$ cat config.mk
export PLATFORM = sky130hd
export DESIGN_NAME = dpfc_ctrl
export DESIGN_NICKNAME = d
export VERILOG_FILES = /design/src/hdl/dpfc_pkg.sv /design/src/hdl/dpfc_ctrl.sv
export SDC_FILE = /design/constraint.sdc
export NUM_CORES = 1
export LEC_CHECK = 0
export BUFFER_PORTS_ARGS = -buffer_cell sky130_fd_sc_hd__buf_4
export CAP_MARGIN = 20
export CORE_MARGIN = 2
export CORE_UTILIZATION = 25
export CTS_BUF_LIST = sky130_fd_sc_hd__clkbuf_8
export DETAILED_ROUTE_END_ITERATION = 8
export PLACE_DENSITY = 0.45
export SYNTH_ARGS = -nofsm -noshare
export SYNTH_HDL_FRONTEND = slang
export SYNTH_SLANG_ARGS = --single-unit
$ cat constraint.sdc
create_clock -name i_clk -period 2.82 [get_ports i_clk]
set_input_delay 0.846 -clock i_clk [delete_from_list [all_inputs] [get_ports i_clk]]
set_output_delay 0.846 -clock i_clk [all_outputs]
set_load 0.005 [all_outputs]
$ cat src/hdl/dpfc_pkg.sv
// ----------------------------------------------------------------------------
// dpfc_pkg: shared types and constants
// Page states, result action codes, register indexes and the command and
// status bundles between the controller and the datapath.
// ----------------------------------------------------------------------------
package dpfc_pkg;

    // Default sizing
    localparam int DEF_MAX_PAGES  = 4096;
    localparam int DEF_MAX_FRAMES = 512;

    // Fixed field widths
    localparam int PAGE_W    = 12;
    localparam int FRAME_W   = 9;
    localparam int ACT_W     = 3;
    localparam int CFG_W     = 13;
    localparam int CFG_IDX_W = 3;
    localparam int LIM_W     = 5;

    // Register reset values
    localparam int PAGE_COUNT_RST  = 4096;
    localparam int POOL_RST        = 512;
    localparam int EVICT_LIM_RST   = 31;
    localparam int READ_AHEAD_RST  = 31;
    localparam int FETCH_DIRTY_RST = 1;

    // Register indexes
    localparam logic [CFG_IDX_W-1:0] CFG_PAGE_COUNT  = 3'd0;
    localparam logic [CFG_IDX_W-1:0] CFG_POOL_FRAMES = 3'd1;
    localparam logic [CFG_IDX_W-1:0] CFG_EVICT_LIM   = 3'd2;
    localparam logic [CFG_IDX_W-1:0] CFG_READ_AHEAD  = 3'd3;
    localparam logic [CFG_IDX_W-1:0] CFG_FETCH_DIRTY = 3'd4;

    // Per-page state codes
    localparam logic [1:0] PS_UNMAPPED = 2'd0;
    localparam logic [1:0] PS_CLEAN    = 2'd1;
    localparam logic [1:0] PS_DIRTY    = 2'd2;

    // Result actions
    localparam logic [ACT_W-1:0] ACT_NONE  = 3'd0;
    localparam logic [ACT_W-1:0] ACT_EVICT = 3'd1;
    localparam logic [ACT_W-1:0] ACT_FETCH = 3'd2;
    localparam logic [ACT_W-1:0] ACT_DIRTY = 3'd3;
    localparam logic [ACT_W-1:0] ACT_RANGE = 3'd4;

    typedef enum logic [2:0] {
        PTR_HOLD,
        PTR_ZERO,
        PTR_INC,
        PTR_FAULT,
        PTR_NEXT
    } t_ptr_op;

    typedef enum logic [1:0] {
        FRM_ZERO,
        FRM_PAGE,
        FRM_QUEUE
    } t_frm_sel;

    typedef struct packed {
        logic             load_fault;
        t_ptr_op          ptr_op;
        logic             cnt_clr;
        logic             cnt_inc;
        logic             mark_dirty;
        logic             evict;
        logic             map;
        logic             emit;
        logic [ACT_W-1:0] emit_action;
        logic             emit_fault;
        t_frm_sel         emit_frame;
        logic             emit_wb;
        logic             finish;
    } t_cmd;

    typedef struct packed {
        logic       clear_busy;
        logic       out_of_range;
        logic [1:0] rd_state;
        logic       free_empty;
        logic       can_emit;
        logic       out_free;
        logic       scan_end;
        logic       evict_full;
        logic       ra_none;
        logic       ra_end;
    } t_sts;

endpackage

$ cat src/hdl/dpfc_ctrl.sv
// ----------------------------------------------------------------------------
// dpfc_ctrl: fault sequencer
// Decodes the page state, walks the eviction scan and the read-ahead walk,
// and tells the datapath when to write tables, move the frame queue and emit.
// ----------------------------------------------------------------------------
module dpfc_ctrl (
    input  logic          i_clk,
    input  logic          i_rst_n,
    input  logic          i_in_valid,
    output logic          o_in_stall,
    input  dpfc_pkg::t_sts i_sts,
    output dpfc_pkg::t_cmd o_cmd
);

    typedef enum logic [3:0] {
        S_IDLE,
        S_WAIT_DEC,
        S_DEC,
        S_EV_WAIT,
        S_EV,
        S_POP_WAIT,
        S_FETCH,
        S_RA_WAIT,
        S_RA,
        S_FIN
    } t_state;

    t_state r_state;
    t_state n_state;

    // Next state and commands
    always_comb begin
        n_state            = r_state;
        o_cmd              = '0;
        o_cmd.ptr_op       = dpfc_pkg::PTR_HOLD;
        o_cmd.emit_frame   = dpfc_pkg::FRM_ZERO;
        o_cmd.emit_action  = dpfc_pkg::ACT_NONE;
        o_in_stall         = 1'b1;
        case (r_state)
            S_IDLE: begin
                o_in_stall = i_sts.clear_busy;
                if (i_in_valid && !i_sts.clear_busy) begin
                    o_cmd.load_fault = 1'b1;
                    n_state          = S_WAIT_DEC;
                end
            end
            S_WAIT_DEC: begin
                n_state = S_DEC;
            end
            S_DEC: begin
                if (i_sts.out_of_range) begin
                    if (i_sts.can_emit) begin
                        o_cmd.emit        = 1'b1;
                        o_cmd.emit_action = dpfc_pkg::ACT_RANGE;
                        o_cmd.emit_fault  = 1'b1;
                        n_state           = S_FIN;
                    end
                end else if (i_sts.rd_state == dpfc_pkg::PS_UNMAPPED) begin
                    if (i_sts.free_empty) begin
                        o_cmd.ptr_op  = dpfc_pkg::PTR_ZERO;
                        o_cmd.cnt_clr = 1'b1;
                        n_state       = S_EV_WAIT;
                    end else begin
                        n_state = S_POP_WAIT;
                    end
                end else if (i_sts.rd_state == dpfc_pkg::PS_CLEAN) begin
                    if (i_sts.can_emit) begin
                        o_cmd.mark_dirty  = 1'b1;
                        o_cmd.emit        = 1'b1;
                        o_cmd.emit_action = dpfc_pkg::ACT_DIRTY;
                        o_cmd.emit_fault  = 1'b1;
                        n_state           = S_FIN;
                    end
                end else begin
                    if (i_sts.can_emit) begin
                        o_cmd.emit        = 1'b1;
                        o_cmd.emit_action = dpfc_pkg::ACT_NONE;
                        o_cmd.emit_fault  = 1'b1;
                        n_state           = S_FIN;
                    end
                end
            end
            S_EV_WAIT: begin
                n_state = S_EV;
            end
            // Eviction scan over S_EV_WAIT and S_EV; it waits at a mapped page while no result can be emitted
            S_EV: begin
                if (i_sts.rd_state != dpfc_pkg::PS_UNMAPPED) begin
                    if (i_sts.can_emit) begin
                        o_cmd.evict       = 1'b1;
                        o_cmd.emit        = 1'b1;
                        o_cmd.emit_action = dpfc_pkg::ACT_EVICT;
                        o_cmd.emit_frame  = dpfc_pkg::FRM_PAGE;
                        o_cmd.emit_wb     = (i_sts.rd_state == dpfc_pkg::PS_DIRTY);
                        o_cmd.cnt_inc     = 1'b1;
                        if (i_sts.scan_end || i_sts.evict_full) begin
                            o_cmd.ptr_op = dpfc_pkg::PTR_FAULT;
                            n_state      = S_POP_WAIT;
                        end else begin
                            o_cmd.ptr_op = dpfc_pkg::PTR_INC;
                            n_state      = S_EV_WAIT;
                        end
                    end
                end else if (i_sts.scan_end) begin
                    o_cmd.ptr_op = dpfc_pkg::PTR_FAULT;
                    n_state      = S_POP_WAIT;
                end else begin
                    o_cmd.ptr_op = dpfc_pkg::PTR_INC;
                    n_state      = S_EV_WAIT;
                end
            end
            S_POP_WAIT: begin
                n_state = S_FETCH;
            end
            // Map the faulting page, or report no action when no frame is free
            S_FETCH: begin
                if (i_sts.can_emit) begin
                    o_cmd.emit       = 1'b1;
                    o_cmd.emit_fault = 1'b1;
                    if (i_sts.free_empty) begin
                        o_cmd.emit_action = dpfc_pkg::ACT_NONE;
                        n_state           = S_FIN;
                    end else begin
                        o_cmd.map         = 1'b1;
                        o_cmd.emit_action = dpfc_pkg::ACT_FETCH;
                        o_cmd.emit_frame  = dpfc_pkg::FRM_QUEUE;
                        o_cmd.cnt_clr     = 1'b1;
                        if (i_sts.ra_none) begin
                            n_state = S_FIN;
                        end else begin
                            o_cmd.ptr_op = dpfc_pkg::PTR_NEXT;
                            n_state      = S_RA_WAIT;
                        end
                    end
                end
            end
            S_RA_WAIT: begin
                n_state = S_RA;
            end
            // Read-ahead walk
            S_RA: begin
                if (i_sts.rd_state != dpfc_pkg::PS_UNMAPPED) begin
                    o_cmd.cnt_inc = 1'b1;
                    if (i_sts.ra_end) begin
                        n_state = S_FIN;
                    end else begin
                        o_cmd.ptr_op = dpfc_pkg::PTR_NEXT;
                        n_state      = S_RA_WAIT;
                    end
                end else if (i_sts.free_empty) begin
                    n_state = S_FIN;
                end else if (i_sts.can_emit) begin
                    o_cmd.map         = 1'b1;
                    o_cmd.emit        = 1'b1;
                    o_cmd.emit_action = dpfc_pkg::ACT_FETCH;
                    o_cmd.emit_frame  = dpfc_pkg::FRM_QUEUE;
                    o_cmd.cnt_inc     = 1'b1;
                    if (i_sts.ra_end) begin
                        n_state = S_FIN;
                    end else begin
                        o_cmd.ptr_op = dpfc_pkg::PTR_NEXT;
                        n_state      = S_RA_WAIT;
                    end
                end
            end
            S_FIN: begin
                if (i_sts.out_free) begin
                    o_cmd.finish = 1'b1;
                    n_state      = S_IDLE;
                end
            end
            default: begin
                n_state = S_IDLE;
            end
        endcase
    end

    // State register
    always_ff @(posedge i_clk) begin
        if (!i_rst_n) begin
            r_state <= S_IDLE;
        end else begin
            r_state <= n_state;
        end
    end

endmodule

Word-level counts from Yosys, hierarchy flattened:

Index checks and enable logic that the tools add are counted.
W data, S select, Z words.

* register bits after elaboration: 4
* input bits: 14
* logic and storage cells: 98

* eq/ne operators: 16
* multiplexer cells: 74
* reductions and logical operators: 7

Operator list (count)
* $mux W4: 18
* $mux W5: 9
* $pmux W4 S10: 1
* $mux W3: 9
* $mux W2: 11
* $mux W1: 18
* $eq A4 B3 Y1 const B: 4
* $pmux W4 S4: 1
* $pmux W3 S4: 1
* $eq A4 B2 Y1 const B: 2
* $eq A4 B4 Y1 const B: 2
* $mux W8: 1
* $pmux W1 S2: 4
* $ne A2 B2 Y1 const B: 3
* $pmux W2 S3: 1
* $reduce_and A5 Y1: 1
* $eq A4 B1 Y1 const B: 1
* $logic_not A4 Y1: 1
* $ne A4 B4 Y1 const B: 1
* $ne A3 B3 Y1 const B: 1
* $eq A2 B1 Y1 const B: 1
* $eq A2 B2 Y1 const B: 1
* $logic_not A2 Y1: 1
* $reduce_bool A2 Y1: 1
* other kinds (3): 3

Logic depth before layout (Yosys ltp):

Gate-level depths: netlist (run 1).

* depth after elaboration: 5
* mapped depth: 6
* depth with buffers taken out: 5

Worst setup path after synthesis (run 1):

No wires, ideal clock.

* kind: input -> output
* start: input port i_sts[8] (netlist name)
* end: output port o_cmd[8] (netlist name)
* data arrival time: 1.730 ns
* slack: 0.244 ns
* stages: 3
* path buffers: 0
* path through: or2_2 > or3_1 > a31oi_1

RTL lines
* start: declaration: RTL line dpfc_ctrl.sv:11 `input dpfc_pkg::t_sts i_sts,`
* end: declaration: RTL line dpfc_ctrl.sv:12 `output dpfc_pkg::t_cmd o_cmd`

==> metrics, run 1 <==
DP HPWL ~2000 microns; DRC 0; wire length on met1 1155 microns; CTS buffer count 3; first-pass GRT wire length 3739 microns; cell taking the most area after synthesis dfxtp_1; clk buf depth 2; Antenna Violating Nets Remaining 0; die width 54.33 microns; most common cell after layout, fill and taps aside buf_4; clock latency on the worst-skew pair roughly 210 ps; Ys Warns 0; Die Span Y 54.33 microns; Mapped Cells 103; RSZ-0062 raised after global routing no; Compound-Gate Fraction of Synth Area a little over a quarter; status finished, final reports clean; postcts setup bufs 0; Pins Over Slew Limit 0; synthesized area per cell 6.147 sq um; Hold-fix buffers, CTS 0; crit-path max FO 11; gp weighted congestion slightly above 0.8; post-synthesis mux area share 0%; synth unique cells 32; Die Footprint a little under 0.003 sq mm; clk_skew 1.507 ps; Fillers between 200 and 300; Starting DRT DRC Count 15; WHS 715.8 ps; Pleak 0.5045 nW; Setup Total Neg Slack 0 ps; Max Cap Viol 0; highest metal used met3; layout cells sized above 1 37.93%; Worst Hold Class reg2reg; most frequent cells in the layout 44 x buf_4, 15 x nor2_1, 8 x inv_1; final hold vios 0; Top Registers r_state x4; Final Critical Period 2778 ps; post-synth top area share 12.65%; met3 routed wirelength 91 microns; core box area 0.002432 sq mm; number of flip-flops in the largest register 4; power per cell area 266.1 mW/mm^2; final wirelength 2350 microns; XOR/XNOR share of the synthesized area 0%; Area Growth Syn to Fin 64.23%; I/O pins 33; DR vias/cell between 4 and 5; Clock Pin Slew Worst Setup and Hold Paths ~30 ps; Netlist Area Pre-Place 633.1 sq um; crit path kind reg2out; Worst EP required between 1500 and 2000 ps; worst path cell trace or4b_4 > or3_4 > a31oi_1 > buf_4; worst rel slew slack 68.88%; Synth Flop Type dfxtp_1; gr ovfl total 0; syn nets 117; largest family of logic cells by synthesized area simple AND/OR/NAND/NOR gates; flops & latches, synth 4; drt pass-1 iters 4; Post-Synth Simple-Gate Area 52.17%; f_max 360.0 MHz; signal arrival time at the worst endpoint 1930 ps; post_cts resized 0; startpoint types flip-flop; wire length per cell 13.43 microns; top cells by area, synth dfxtp_1 13%, nor2_1 10%, a21oi_1 4.7%; Worst Tran Pin Value 465.8 ps; Max IR drop VDD approximately 0.24 mV; Adder-Cell Fraction of Synth Area 0%; Seq/Total Area, Yosys 12.65%; gr usage total 17.12%; antenna violations before repair 0; number of port buffers 32; Reg with most FFs r_state; Reg2Reg Depth 5; Finish-stage setup viols 0; Initial Util 26.03%; critical path's largest stage delay between 600 and 700 ps; metal2 WL 1104 microns; async set-reset flop share out of synthesis 0%; Clock Tree Root clkbuf_8; antenna diode count 0; Clock Sinks 4; vias in the first global route slightly above 800; largest net degree at the start of global routing 12; H-tree Lvls 1; Post-layout nets 161; TritonCTS clock tree yes; period utilization 98.51%; slowest CP cell or4b_4; Vias 871; Worst Setup End Kind output port; Hold Path Stages 3; num rows 18; EDFF count, synth 0
## path summary, 6_finish.rpt
| path | slack [ps] | start | end |
|---|---|---|---|
| setup / recovery | 40 | r_state[0]$_SDFFE_PN0P_ | o_cmd[8] |
| hold / removal | 720 | r_state[2]$_SDFFE_PN0P_ | r_state[2]$_SDFFE_PN0P_ |
| setup reg to reg | 860 | r_state[0]$_SDFFE_PN0P_ | r_state[3]$_SDFFE_PN0P_ |
| hold reg to reg | 720 | r_state[2]$_SDFFE_PN0P_ | r_state[2]$_SDFFE_PN0P_ |
## report_power, final
part           switching (W)   total, W  internal [W]
registers         0.00000704  0.0000670     0.0000600
clock network      0.0000264   0.000117     0.0000907
logic              0.0000441  0.0000925     0.0000484
## final cells by class
class	instances	area (sq um)	share of cell area (%)
flip-flops and latches	4	80.08	7.702
inverters	8	30.03	2.888
repair buffers	44	330.3	31.77
well taps	30	37.54	3.610
multi-input cells	86	520.5	50.06
clock buffers	3	41.29	3.971
## cell families after synthesis
family          after synthesis
compound gates               25
flops                         4
buf+inv                      13
simple gates                 61
## metrics by stage
step           instance area (sq um)  total power [W]  std cells  setup WS, ps  util (%)
4_1_cts                         1023        0.0002804        175         20.33     42.08
6_report                        1040        0.0002766        175         42.15     42.75
5_1_grt                         1040        0.0002961        175         8.309     42.75
3_3_place_gp                   982.2        0.0001588        172         20.42     40.38
3_5_place_dp                   982.2        0.0001586        172         24.24     40.38
2_1_floorplan                  633.1        0.0001102        103         244.0         -
## synth_stat cells, types with 2 or more instances
library cell and number:
a21oi_1 6, a31oi_1 2, clkbuf_1 5, dfxtp_1 4
inv_1 8, nand2_1 7, nand2b_1 4, nand3_1 6
nor2_1 17, nor2b_1 3, nor3_1 6, nor3b_1 4
nor4_1 3, o21a_1 3, o21ai_0 5, o22a_1 2
or3_1 3
## metal layers
layer  vias to the layer above  global-route usage [%]
met2                        20                   28.92
met3                         0                  0.8197
li1                        457                       -
met4                         0                   5.000
met1                       394                   23.37
met5                         -                       0
## worst max-delay path: cells and delay by family, from the launching register on
family	cells	cell delay, ps
buffers and inverters	1	140
and+or+nand+nor	2	980
AOI/OAI and AO/OA	1	190
DFF	1	410
Power figures use the tool's default switching activity.
==> inputs of run 2 (changes only) <==
--- a/config.mk
+++ b/config.mk
@@ -5,11 +5,13 @@
 export SDC_FILE = /design/constraint.sdc
 export NUM_CORES = 1
 export LEC_CHECK = 0
+export ABC_AREA = 1
 export BUFFER_PORTS_ARGS = -buffer_cell sky130_fd_sc_hd__buf_4
 export CAP_MARGIN = 20
 export CORE_MARGIN = 2
 export CORE_UTILIZATION = 25
 export CTS_BUF_LIST = sky130_fd_sc_hd__clkbuf_8
+export CTS_CLUSTER_DIAMETER = 200
 export DETAILED_ROUTE_END_ITERATION = 8
 export PLACE_DENSITY = 0.45
 export SYNTH_ARGS = -nofsm -noshare
==> constraint.sdc (replaced) <==
create_clock -name i_clk -period 2.82 [get_ports i_clk]
set_input_delay 0.564 -clock i_clk [delete_from_list [all_inputs] [get_ports i_clk]]
set_output_delay 0.564 -clock i_clk [all_outputs]
set_load 0.005 [all_outputs]
==> run 2 against run 1 <==
Against the previous run:
- cell area is 4.0% lower
- non-clock buffer count is 12 lower
- sequential power is 1% lower
- clock power hardly changed
- synthesized area is 8.1% higher
- largest power group unchanged
==> metrics, run 2 <==
signal arrival time at the worst endpoint 1530 ps (was 1930 ps); synth unique cells 22 (was 32); Final Critical Period 2094 ps (was 2778 ps); crit path kind reg2out (unchanged); WHS 498.4 ps (was 715.8 ps); antenna violations before repair 0 (unchanged); Initial Util 26.89% (was 26.03%); Hold Startpoint r_state[3]$_SDFFE_PN0P_ (was r_state[2]$_SDFFE_PN0P_); Commonest cells post-synth 40 x nand2_1, 20 x inv_1, 18 x nor2_1, 10 x nand3_1 (was 17 x nor2_1, 8 x inv_1, 7 x nand2_1); Final Util 39.23% (was 42.75%); H-tree Lvls 1 (unchanged); post-synthesis mux area share 0% (unchanged); Setup Total Neg Slack 0 ps (unchanged); Post-Synth Simple-Gate Area 64.90% (was 52.17%); async set-reset flop share out of synthesis 0% (unchanged); synthesized area per cell 5.224 sq um (was 6.147 sq um); core box area 0.002545 sq mm (was 0.002432 sq mm); Hold-fix buffers, CTS 0 (unchanged); layout cells sized above 1 32.12% (was 37.93%); Compound-Gate Fraction of Synth Area 10.60% (was 27.47%); period utilization 74.25% (was 98.51%); largest family of logic cells by synthesized area simple AND/OR/NAND/NOR gates (unchanged); FF-to-FF setup slack 1500 ps (was 860 ps); met3 routed wirelength 104 microns (was 91 microns); Worst Hold Class reg2reg (unchanged); gr ovfl total 0 (unchanged); startpoint types flip-flop (unchanged); DRC 0 (unchanged); clock latency on the worst-skew pair 210 ps (about the same); final wirelength 2032 microns (was 2350 microns); RSZ-0062 raised after global routing no (unchanged); highest metal used met3 (unchanged); Ys Warns 0 (unchanged); EDFF count, synth 0 (unchanged); metal2 WL 919 microns (was 1104 microns); Worst Setup End Kind output port (unchanged); Adder-Cell Fraction of Synth Area 0% (unchanged); pre-CTS setup slack 864.9 ps (was 24.24 ps); I/O pins 33 (unchanged); RR Startpoint r_state[1]$_SDFFE_PN0P_ (was r_state[0]$_SDFFE_PN0P_); post_cts resized 0 (unchanged); cell taking the most area after synthesis nand2_1 (was dfxtp_1); Antenna Violating Nets Remaining 0 (unchanged); post-synth top area share 21.94% (was 12.65%); clk buf depth 2 (unchanged); power per cell area 278.7 mW/mm^2 (was 266.1 mW/mm^2); most frequent cells in the layout 40 x nand2_1, 32 x buf_4, 20 x inv_1 (was 44 x buf_4, 15 x nor2_1, 8 x inv_1); gr usage total 13.17% (was 17.12%); DP HPWL 1778 microns (was 1957 microns); XOR/XNOR share of the synthesized area 0% (unchanged); status finished, final reports clean (unchanged); number of flip-flops in the largest register 4 (unchanged); largest net degree at the start of global routing 9 (was 12); CTS buffer count 3 (unchanged); Reg2Reg Depth 6 (was 5); Mapped Cells 131 (was 103); Fillers 303 (was 282); count leader, synth nand2_1 (was nor2_1); Vias 880 (was 871); Final WS setup 726.2 ps (was 42.15 ps); top cells by area, synth nand2_1 22%, dfxtp_1 12%, inv_1 11% (was dfxtp_1 13%, nor2_1 10%, a21oi_1 4.7%); Pins Over Slew Limit 0 (unchanged); worst rel slew slack 80.59% (was 68.88%); Die Footprint 0.003172 sq mm (was 0.002951 sq mm); Seq/Total Area, Yosys 11.70% (was 12.65%); Clock Sinks 4 (unchanged); number of port buffers 32 (unchanged); gp weighted congestion 0.8447 (was 0.8318); Hold Path Stages 2 (was 3); Finish-stage setup viols 0 (unchanged); crit-path max FO 4 (was 11); drt pass-1 iters 4 (unchanged); Synth Flop Type dfxtp_1 (unchanged); flops & latches, synth 4 (unchanged); Post-layout nets 181 (was 161); Netlist Area Pre-Place 684.4 sq um (was 633.1 sq um); antenna diode count 0 (unchanged); Max Cap Viol 0 (unchanged); wire length per cell 10.42 microns (was 13.43 microns); Starting DRT DRC Count 13 (was 15); wire length on met1 1007 microns (was 1155 microns); final hold vios 0 (unchanged); FF-to-FF End r_state[3]$_SDFFE_PN0P_ (unchanged); vias in the first global route 822 (was 819); DR vias/cell 4.513 (was 4.977); die width 56.32 microns (was 54.33 microns); Area Growth Syn to Fin 45.89% (was 64.23%); Top Registers r_state x4 (unchanged); Worst EP required 2260 ps (was 1970 ps); Worst Hold Endpoint r_state[3]$_SDFFE_PN0P_ (was r_state[2]$_SDFFE_PN0P_); num rows 18 (unchanged); clk_skew 2.274 ps (was 1.507 ps); Reg with most FFs r_state (unchanged); syn nets 145 (was 117); Max IR drop VDD 0.2652 mV (was 0.2381 mV); Pleak 0.5626 nW (was 0.5045 nW); Clock Tree Root clkbuf_8 (unchanged); TritonCTS clock tree yes (unchanged); postcts setup bufs 0 (unchanged); first-pass GRT wire length 3484 microns (was 3739 microns); most common cell after layout, fill and taps aside nand2_1 (was buf_4); Clock Pin Slew Worst Setup and Hold Paths 30 ps (about the same); f_max 477.6 MHz (was 360.0 MHz); Die Span Y 56.32 microns (was 54.33 microns); Worst Tran Pin Value 290.1 ps (was 465.8 ps)
## run 2: layer usage
metal | up-vias | track usage [%]
met5 | - | 0
met4 | 0 | 3.061
met3 | 0 | 0.9217
met2 | 23 | 21.34
met1 | 375 | 18.90
li1 | 482 | -
## run 2: how the worst max path moves through the flow
stage	startpoint	to	slack, ps	cells past startpoint
2_1_floorplan	i_sts[5]	o_cmd[8]	1030	5
3_3_place_gp	i_sts[8]	o_cmd[14]	840	7
3_5_place_dp	i_sts[8]	o_cmd[8]	860	6
4_1_cts	r_state[3]$_SDFFE_PN0P_	o_cmd[8]	730	7
5_1_grt	r_state[0]$_SDFFE_PN0P_	o_cmd[8]	570	8
6_report	r_state[3]$_SDFFE_PN0P_	o_cmd[8]	730	7
## run 2: final cells by class
type	instances	area, sq um	share of cell area (%)
well taps	30	37.54	3.759
clock buffers	3	41.29	4.135
flip-flops and latches	4	80.08	8.020
inverters	22	82.58	8.271
multi-input cells	104	516.7	51.75
repair buffers	32	240.2	24.06
## run 2: where the power goes
part / leakage [nW] / switching [W] / internal [W] / total [W]
combinational: 0.509 / 0.0000551 / 0.0000405 / 0.0000956
sequential: 0.0325 / 0.00000596 / 0.0000601 / 0.0000660
clock: 0.0216 / 0.0000259 / 0.0000907 / 0.000117
## run 2: kinds of logic (layout without fill, tap and decap cells)
logic type	after synthesis	count (layout)
AOI/OAI and AO/OA	13	13
buffers and inverters	23	57
DFF	4	4
and+or+nand+nor	91	91
## run 2: stage by stage
| step | area, sq um | total power [W] | std cells |
|---|---|---|---|
| floorplan | 684.4 | 0.0001257 | 131 |
| global placement | 957.2 | 0.0001643 | 192 |
| detailed placement | 957.2 | 0.0001632 | 192 |
| CTS | 998.5 | 0.0002833 | 195 |
| global route | 998.5 | 0.0002984 | 195 |
| finish | 998.5 | 0.0002782 | 195 |
## run 2: worst max-delay path, cell delays in order (launching register included)
cell and delay (ps):
dfxtp_1 350, inv_1 90, nor2_1 220, nand2_1 120, inv_1 120, nand4_1 160
nand4_1 140, buf_4 110
